[src/rtl/core/circle_overlap_layer_filter_unit_defines.svh]
// Assertion macros for the circle overlap layer filter unit.
`ifndef CIRCLE_OVERLAP_LAYER_FILTER_UNIT_DEFINES_SVH
`define CIRCLE_OVERLAP_LAYER_FILTER_UNIT_DEFINES_SVH
`ifndef ASSERT_OFF
`define COLF_ASSERT(label, clk, rst_n, prop, msg) \
	label: assert property (@(posedge clk) disable iff (!rst_n) prop) else $error(msg);
`define COLF_NEVER(label, clk, rst_n, cond, msg) \
	label: assert property (@(posedge clk) disable iff (!rst_n) !(cond)) else $error(msg);
`else
`define COLF_ASSERT(label, clk, rst_n, prop, msg)
`define COLF_NEVER(label, clk, rst_n, cond, msg)
`endif
`endif

[src/rtl/core/colf_pkg.sv]
// Shared types and constants for the circle overlap layer filter unit.
`default_nettype none
package colf_pkg;
	localparam int MAX_AGENTS_DEF = 64;
	localparam int COORD_BITS = 16;
	localparam int CMD_W = 2;
	localparam int IDX_W = 6;
	localparam int RAD_W = 15;
	localparam int LAYER_W = 32;

	typedef enum logic [CMD_W-1:0] {
		CMD_PLACE = 2'd0,
		CMD_CLEAR = 2'd1,
		CMD_RUN   = 2'd2,
		CMD_NONE  = 2'd3
	} cmd_t;

	typedef struct packed {
		logic [1:0]                 command;
		logic [IDX_W-1:0]           slot_index;
		logic signed [COORD_BITS-1:0] pos_x;
		logic signed [COORD_BITS-1:0] pos_y;
		logic [RAD_W-1:0]           radius;
		logic [LAYER_W-1:0]         own_layer;
		logic [LAYER_W-1:0]         hit_mask;
	} in_item_t;

	typedef struct packed {
		logic [IDX_W-1:0] slot;
		logic             occupied;
		logic             hit;
		logic             last;
	} out_item_t;

	typedef enum logic [2:0] {
		ST_IDLE,
		ST_PAIR,
		ST_DRAIN,
		ST_EMIT,
		ST_WAIT
	} be_state_t;
endpackage
`default_nettype wire

[src/rtl/core/colf_cmd_queue.sv]
// Front part: accepts commands, filters dead ones, queues them for the engine.
`default_nettype none
module colf_cmd_queue #(
	parameter int MAX_AGENTS = 64
) (
	input  wire                  clk,
	input  wire                  arst_n,
	input  wire                  push,
	output logic                 full,
	input  colf_pkg::in_item_t   in_item,
	output logic                 q_valid,
	input  wire                  q_take,
	output colf_pkg::in_item_t   q_item
);
	import colf_pkg::*;
	`include "circle_overlap_layer_filter_unit_defines.svh"

	localparam int DEPTH = 2;

	in_item_t  buf_q [DEPTH];
	logic      wr_q, rd_q;
	logic [1:0] cnt_q;
	logic      keep;
	logic      acc;

	// slots beyond the table and unused codes are dropped here
	always_comb begin
		unique case (cmd_t'(in_item.command))
			CMD_PLACE, CMD_CLEAR: keep = (32'(in_item.slot_index) < 32'(MAX_AGENTS));
			CMD_RUN:              keep = 1'b1;
			default:              keep = 1'b0;
		endcase
	end

	assign full    = (cnt_q == 2'(DEPTH));
	assign acc     = push && !full;
	assign q_valid = (cnt_q != 2'd0);
	assign q_item  = buf_q[rd_q];

	always_ff @(posedge clk) begin
		if (acc && keep)
			buf_q[wr_q] <= in_item;
	end

	always_ff @(posedge clk or negedge arst_n) begin
		if (!arst_n) begin
			wr_q  <= 1'b0;
			rd_q  <= 1'b0;
			cnt_q <= 2'd0;
		end else begin
			if (acc && keep)
				wr_q <= ~wr_q;
			if (q_take && q_valid)
				rd_q <= ~rd_q;
			cnt_q <= cnt_q + 2'(acc && keep) - 2'(q_take && q_valid);
		end
	end

	`COLF_NEVER(a_no_overflow, clk, arst_n, cnt_q > 2'(DEPTH), "queue count overflow")
	`COLF_NEVER(a_no_underflow, clk, arst_n, (cnt_q == 2'd0) && q_take && q_valid,
		"pop from empty queue")
	`COLF_ASSERT(a_cnt_step, clk, arst_n,
		(acc && keep && !(q_take && q_valid)) |=> (cnt_q == $past(cnt_q) + 2'd1),
		"count did not follow write")
endmodule
`default_nettype wire

[config.mk]
export PLATFORM = sky130hd
export DESIGN_NAME = colf_cmd_queue
export DESIGN_NICKNAME = d
export VERILOG_FILES = /design/src/rtl/core/colf_pkg.sv /design/src/rtl/core/colf_cmd_queue.sv
export VERILOG_INCLUDE_DIRS = /design/src /design/src/rtl/core
export SDC_FILE = /design/constraint.sdc
export NUM_CORES = 1
export LEC_CHECK = 0
export BUFFER_PORTS_ARGS = -buffer_cell sky130_fd_sc_hd__buf_2
export CAP_MARGIN = 10
export CORE_ASPECT_RATIO = 0.5
export CORE_MARGIN = 3
export CORE_UTILIZATION = 45
export DETAILED_ROUTE_END_ITERATION = 16
export GPL_TIMING_DRIVEN = 0
export PLACE_DENSITY = 0.75
export SYNTH_ARGS = -nofsm -noshare
export SYNTH_HDL_FRONTEND = slang
export SYNTH_SLANG_ARGS = --single-unit
[constraint.sdc]
create_clock -name clk -period 13.2 [get_ports clk]
set_clock_uncertainty 0.2 [all_clocks]
set_input_delay 2.64 -clock clk [delete_from_list [all_inputs] [get_ports clk]]
set_output_delay 2.64 -clock clk [all_outputs]
set_load 0.005 [all_outputs]
After elaboration in Yosys (flattened, before gate mapping) --
Memory sizes are Yosys's and may differ from the RTL's. Cells that the tools add are included.
Word-level totals: input bits 123, register bits 4, output and inout port bits 121, latch bits 0, bits in read-only memories 0, bits in writable memories 238, memories 1, logic and storage cells 21
Memories:
- buf_q | words 2, bits a word 119, rd ports 1, clocked after memory_dff 0, wr ports 1, line colf_cmd_queue.sv:20 | in_item_t buf_q [DEPTH];
Cells by class: $add $sub $neg 2, divide/modulo/power cells 0, $mul 0, bitwise operators 2, equality and inequality tests 3, mux-type cells 3, shift-type cells 0, reductions and logical operators 7, order comparisons 0
Operators with widths (count):
- == test 2 bit, second input constant | 2
- logical AND 1 bit | 3
- two-way mux 1 bit | 3
- OR reduction 3 bit | 1
- adder 2 x 1 -> 2 bit | 1
- == test 2 x 1 -> 1 bit, second input constant | 1
- zero test 2 bit | 1
- NOT 1 bit | 2
- nonzero test 2 bit | 1
- subtractor 2 x 1 -> 2 bit | 1
- zero test 1 bit | 1

Depth between registers and ports, before layout --
Gate-level depths: netlist of the first run.
word-level depth 6, depth in mapped cells 7, depth with buffers taken out 7

Worst setup path before layout of the first run --
No wires, ideal clock.
path kind input port to flip-flop, from input in_item[117] in the netlist's numbering, to memory buf_q[0][0] in the netlist's numbering, enable pin, path buffers 0, cell stages on the path 3, setup slack 4.593 ns, arrival 7.808 ns, data required time 12.401 ns, setup time 0.599 ns, cell sequence nand2_1 > nand3b_1 > nor2_1
Between the ends: word-level cells in the longest chain between the ends 6, elaborated cells between the ends (all ways) 8, classes of those cells eq/ne: 2; mux: 3; reduce/logical: 3
Ends and longest elaborated chain:
- start, declared | line colf_cmd_queue.sv:10 | input colf_pkg::in_item_t in_item,
- == test 2 bit, or another cell as far along | line colf_cmd_queue.sv:28 | unique case (cmd_t'(in_item.command))
- OR reduction 3 bit (no source line) *
- two-way mux 1 bit * | line colf_cmd_queue.sv:28
- logical AND 1 bit * | line colf_cmd_queue.sv:41 | if (acc && keep)
- two-way mux 1 bit * | line colf_cmd_queue.sv:41
- two-way mux 1 bit (not written as such) * | line colf_cmd_queue.sv:42 | buf_q[wr_q] <= in_item;
- end, declared | line colf_cmd_queue.sv:20
Every way passes the cells marked *; elsewhere a longest branch is shown, timed or not.

==> results of run 1 <==
## report_power, final
part / switching [W] / total, W / internal (W) / leakage, nW
clock: 0.000263 / 0.000619 / 0.000356 / 0.350
sequential: 0.0000298 / 0.00103 / 0.00100 / 2.24
combinational: 0.000313 / 0.000654 / 0.000341 / 1.62
## per-stage QoR
| step | total power, W | cells | util (%) | hold WS [ns] | worst slack, ns |
|---|---|---|---|---|---|
| final | 0.00231 | 942 | 59.8 | 0.294 | 8.60 |
| after global routing | 0.00242 | 942 | 59.8 | 0.319 | 8.52 |
| after CTS | 0.00234 | 938 | 59.8 | 0.296 | 8.55 |
| after detailed placement | 0.00172 | 899 | 56.0 | 0.284 | 8.67 |
| after global placement | 0.00172 | 891 | 55.1 | 0.276 | 1.59 |
| after floorplan | 0.00145 | 389 | - | 0.253 | 4.59 |
## cell families after synthesis
family        synth area share, %
buf+inv                      1.60
flops                        82.1
mux                          15.2
fa+ha+maj                   0.283
simple gates                0.468
xor+xnor                    0.397
## worst max-delay path, cell delays in order, from the launching register on
cell	delay, ns
dfrtp_1	0.37
buf_6	0.22
buf_6	0.18
mux2_2	0.35
buf_2	0.14
## layout make-up
class | instances | area, um^2
diodes | 4 | 10.0
flip-flops and latches | 242 | 7250
plain buffers | 13 | 134
clock inverters | 16 | 134
clock buffers | 23 | 576
fillers | 1413 | 7570
repair buffers | 251 | 1380
multi-input cells | 132 | 1460
well taps | 259 | 324
inverters | 2 | 7.51
## flip-flops by register name, indices dropped and copies added (netlist names)
name / flops
cnt_q: 2
buf_q: 238
wr_q: 1
rd_q: 1
## cells in the mapped netlist (all sizes together)
cell type and instances:
inv 2, ha 2, xor2 1, dfrtp 4
nor2 2, buf 13, edfxtp 238, mux2 119
and2 1, nand3b 1, nand2 1, xnor2 3
or2 1, and2b 1
## how the worst max path moves through the flow
stage / startpoint / endpoint / slack, ns / cells after the start
6_report: rd_q / q_item[41] / 8.60 / 4
5_1_grt: rd_q / q_item[43] / 8.52 / 4
4_1_cts: rd_q / q_item[41] / 8.55 / 4
3_5_place_dp: in_item[117] / buf_q[1][31] / 8.67 / 6
3_3_place_gp: in_item[117] / buf_q[1][31] / 1.59 / 4
2_1_floorplan: in_item[117] / buf_q[0][0] / 4.59 / 3
## metal layers
metal  vias to the layer above  global-route usage [%]  routed length, um
met5                         -                       0                  0
met4                         0                    6.92                667
met1                      2263                    17.3               6470
met3                        47                    2.77                681
li1                       2109                       -                  -
met2                       120                    29.4               9440
==> results.ini, run 1 <==
[outcome]
status = completed

[global_route]
grt_pass1_wl_mm = 26.0
grt_overflow = 0
grt_max_degree = 32
grt_use_total_pct = 15.6
grt_pass1_vias = 4834
antenna_found_initial = 4

[setup_path]
crit_required_ns = 10.36
path_class = reg -> out
crit_path_max_fanout = 10
r2r_cells = 5
regToRegSetupSlack_ns = 10.90
timing.rr.end = buf_q[1][64]
timing.rr.start = cnt_q[1]
critPathLaunchType = register
critPathArrivalTime_ns = 1.76
endpoint_kind = output port

[sta]
setup_viol = 0
layout_min_cycle_time_ns = 4.60
rsz0062_at_grt = false
period_share_pct = 34.8
finalHoldViolCount = 0
finalMaxSlewViolations = 0
fmax_ghz = 0.217
fin_tns_setup_ns = 0
worstMarginPinSlew_ns = 0.331
maxSlewHeadroom_pct = 77.9

[detailed_routing]
viasPerCell = 4.82
wl_per_cell_um = 18.3
wl_mm = 17.3
drc = 0
drt_pre_antenna_iters = 4
ant_nets = 0
vias = 4539
first_iter_violations = 248

[logic_synthesis]
syn-num-nets = 514
syn_inst = 389
ys_seq_area_share_pct = 82.1
avgSynthCellArea_um2 = 22.7
synth_area_leaders = edfxtp_1, mux2_2, buf_6
ys_ff_latch = 242
yosysUniqueCellTypes = 15
synth_area_leader_cell = edfxtp_1
synthesis.area_um2 = 8830
netlist.area_leader.share_pct = 80.9
yosysWarnings = 0

[hold_path]
hold_path_end = cnt_q[1]
hp-start = cnt_q[1]
hold_depth = 1
hold_path_class = reg -> reg

[run]
cap_violations = 0

[floorplan]
top_level_ports = 244
die_x_um = 204
core-area_um2 = 18800
die-area_um2 = 21400
die-height_um = 105
initial_core_util_pct = 46.9
row_count = 35

[clock_tree]
cts_tree = yes
clockBufferDepth = 3
cts_resized = 0
post_cts_buffers = 0
clk_latency_ns = 0.49
numCtsBuffers = 22
clkSinkCount = 242
cts_hold_buf = 0
path_clk_slew_ns = 0.06
htree_levels = 1
cts_root_buf = clkbuf_16

[finish]
final_area_um2 = 11300
finalNetCount = 789
mostFrequentLayoutCell = buf_2
drive_gt1_share_pct = 62.2
layout_common_cells = buf_2, edfxtp_1, mux2_2
area_growth_pct = 27.6

[power]
ir_drop_v = 0.000108
power_density_nw_per_um2 = 205
leakage_nw = 4.21

[place]
port_buffers = 243
finalWeightedCongestion = 0.734
dp_hpwl_mm = 12.2
dpl_cell_area_um2 = 10500

(Power assumes the default switching activity.)
==> inputs of run 2 (changes only) <==
--- a/config.mk
+++ b/config.mk
@@ -6,6 +6,7 @@
 export SDC_FILE = /design/constraint.sdc
 export NUM_CORES = 1
 export LEC_CHECK = 0
+export ABC_AREA = 1
 export BUFFER_PORTS_ARGS = -buffer_cell sky130_fd_sc_hd__buf_2
 export CAP_MARGIN = 10
 export CORE_ASPECT_RATIO = 0.5
@@ -13,7 +14,7 @@
 export CORE_UTILIZATION = 45
 export DETAILED_ROUTE_END_ITERATION = 16
 export GPL_TIMING_DRIVEN = 0
-export PLACE_DENSITY = 0.75
+export PLACE_DENSITY = 0.78
 export SYNTH_ARGS = -nofsm -noshare
 export SYNTH_HDL_FRONTEND = slang
 export SYNTH_SLANG_ARGS = --single-unit
==> constraint.sdc (replaced) <==
create_clock -name clk -period 4 [get_ports clk]
set_clock_uncertainty 0.2 [all_clocks]
set_input_delay 0.8 -clock clk [delete_from_list [all_inputs] [get_ports clk]]
set_output_delay 0.8 -clock clk [all_outputs]
set_load 0.005 [all_outputs]
==> results.ini, run 2 <==
[global_route]
antenna_found_initial = 5  ; +1
busiest_layer = met2
grt_max_degree = 93  ; +190%
grt_pass1_vias = 5851  ; +21%
grt_use_met2_pct = 32.9  ; +3.5 points
grt_overflow = 0  ; unchanged
grt_use_total_pct = 17.9  ; +2.3 points
grt_pass1_wl_mm = 30.0  ; +15%
grtUsageMet1_pct = 19.8  ; +2.5 points
grt_use_met3_pct = 4.39  ; +1.6 points

[clock_tree]
htree_levels = 1  ; unchanged
cts_resized = 0  ; unchanged
clockBufferDepth = 3  ; unchanged
cts_hold_buf = 1  ; +1
cts_root_buf = clkbuf_16
path_clk_slew_ns = 0.07  ; about the same
clkSinkCount = 242  ; unchanged
post_cts_buffers = 0  ; unchanged
numCtsBuffers = 22  ; unchanged
cts_tree = yes
clk_latency_ns = 0.50  ; about the same

[power]
p_sw_share_pct = 31.4  ; +5.1 points
p_sw_w = 0.00243  ; +300%
p_total_w = 0.00774  ; +240%
p_int_w = 0.00531  ; +210%
seqPwrFrac_pct = 44.1  ; -0.7 points
leakage_nw = 4.88  ; +16%
clkPwrFrac_pct = 26.2  ; -0.6 points
ir_drop_v = 0.000310  ; +190%
power_density_nw_per_um2 = 689  ; +240%
combPwrFrac_pct = 29.7  ; +1.4 points

[finish]
top_regs = buf_q (238), cnt_q (2)
post-route-util_pct = 59.7  ; -0.14 points
area_growth_pct = 27.0
largest_reg_flops = 238  ; unchanged
final_area_um2 = 11200  ; -0.23%
top_register = buf_q
drive_gt1_share_pct = 32.6  ; -30 points
layout_common_cells = nand2_1, buf_2, edfxtp_1
mostFrequentLayoutCell = nand2_1
finalNetCount = 1053  ; +33%

[sta]
fin_tns_setup_ns = 0  ; unchanged
fmax_ghz = 0.356
worstMarginPinSlew_ns = 0.782  ; +0.451 ns
period_share_pct = 70.2
layout_min_cycle_time_ns = 2.81
setup_ws_ns = 1.19  ; -7.41 ns
maxSlewHeadroom_pct = 47.7  ; -30 points
finalHoldViolCount = 0  ; unchanged
finalMaxSlewViolations = 0  ; unchanged
setup_viol = 0  ; unchanged
rsz0062_at_grt = false

[place]
dpl_cell_area_um2 = 10500  ; -0.17%
port_buffers = 243  ; unchanged
finalWeightedCongestion = 0.778  ; +6.0%
dp_hpwl_mm = 13.5  ; +11%
post-place-ws_ns = 0.938  ; -7.73 ns

[detailed_routing]
ant_nets = 0  ; unchanged
wl_per_cell_um = 16.2  ; -12%
drc = 0  ; unchanged
wl_mm = 19.5  ; +13%
drt_pre_antenna_iters = 4  ; unchanged
vias = 5655  ; +25%
viasPerCell = 4.69  ; -2.7%
first_iter_violations = 417  ; +68%

[logic_synthesis]
yosysWarnings = 0  ; unchanged
ys_ff_latch = 242  ; unchanged
yosysMostFrequentCell = nand2_1
synth_area_leaders = edfxtp_1, nand2_1, buf_2
synthesis.area_um2 = 8850  ; +0.26%
avgSynthCellArea_um2 = 13.5  ; -40%
ys_seq_area_share_pct = 81.9  ; -0.21 points
synth_ff_type = edfxtp_1
synth_edf_count = 238  ; unchanged
async_flop_share_pct = 1.65  ; unchanged
syn_inst = 655  ; +68%
netlist.area_leader.share_pct = 80.7  ; -0.21 points
syn-num-nets = 780  ; +52%
yosysUniqueCellTypes = 11  ; -4
synth_area_leader_cell = edfxtp_1
synth_common_cells = nand2_1, edfxtp_1, buf_2

[setup_path]
crit_required_ns = 3.00  ; -7.36 ns
critPathArrivalTime_ns = 1.81  ; +0.05 ns
timing.rr.end = buf_q[1][79]
r2r_cells = 7  ; +2
timing.rr.start = cnt_q[0]
endpoint_kind = output port
regToRegSetupSlack_ns = 1.46  ; -9.44 ns
critPathLaunchType = register
crit_path_max_fanout = 10  ; unchanged
path_class = reg -> out

[floorplan]
die-area_um2 = 21500  ; +0.24%
die_x_um = 204  ; +0.12%
top_level_ports = 244  ; unchanged
die-height_um = 105  ; +0.12%
row_count = 35  ; unchanged
core-area_um2 = 18800  ; unchanged
initial_core_util_pct = 47.0  ; +0.12 points

[hold_path]
hold_depth = 1  ; unchanged
hold_path_class = in -> reg
hold_path_end = buf_q[1][42]
hp-start = in_item[42]

[outcome]
status = completed

[run]
cap_violations = 0  ; unchanged

==> run 2: changes by cell type after synthesis, sizes merged, moves of 3 or more <==
cell	delta
mux2	-119
xnor2	-3
nand3	+3
inv	+8
nand2	+369
buf	+12
==> run 2: final cells by class <==
type	count	area [um^2]
well taps	259	324
multi-input cells	377	1450
diodes	3	7.51
fillers	1439	7590
repair buffers	249	1350
plain buffers	26	129
clock buffers	31	626
inverters	10	42.5
clock inverters	9	67.6
flip-flops and latches	242	7250
==> run 2: logic make-up (layout without fill, tap and decap cells) <==
kind of cell	Yosys count	count (layout)	synth area share, %
buffers and inverters	36	325	1.88
adder cells (fa/ha/maj)	2	2	0.283
AND/OR/NAND/NOR	375	375	16.0
flip-flops	242	242	81.9
other	0	3	0
==> run 2: routing by layer <==
layer  part of all wire [%]  vias up
met3                    4.8       68
met4                    4.5        4
met2                     53      146
met1                     38     2679
met5                   0.11        -
li1                       -     2758
==> run 2: stage by stage <==
| stage | hold WS, ns | cells |
|---|---|---|
| 4_1_cts | 0.257 | 1203 |
| 5_1_grt | 0.252 | 1206 |
| 2_1_floorplan | 0.242 | 655 |
| 3_3_place_gp | 0.254 | 1157 |
| 3_5_place_dp | 0.268 | 1162 |
| 6_report | 0.278 | 1206 |
==> run 2: critical path, stage by stage (launching register included) <==
cell     delay, ns
dfrtp_1       0.41
inv_2         0.07
buf_2         0.25
buf_2         0.28
nand2_1       0.09
nand2_1       0.06
buf_2         0.14
==> run 2: worst max path at each step <==
stage,start,to,cells after the start
2_1_floorplan,in_item[117],buf_q[0][0],3
3_5_place_dp,in_item[117],buf_q[1][79],7
6_report,rd_q,q_item[112],6
4_1_cts,rd_q,q_item[29],6
3_3_place_gp,in_item[117],buf_q[0][59],4
5_1_grt,rd_q,q_item[112],6
==> run 2: power groups by stage <==
stage | registers, W | logic, W | clock network (W)
finish | 0.00341 | 0.00230 | 0.00203
CTS | 0.00341 | 0.00236 | 0.00207
global route | 0.00345 | 0.00259 | 0.00217
floorplan | 0.00348 | 0.00118 | 0
global placement | 0.00351 | 0.00221 | 0
detailed placement | 0.00347 | 0.00234 | 0
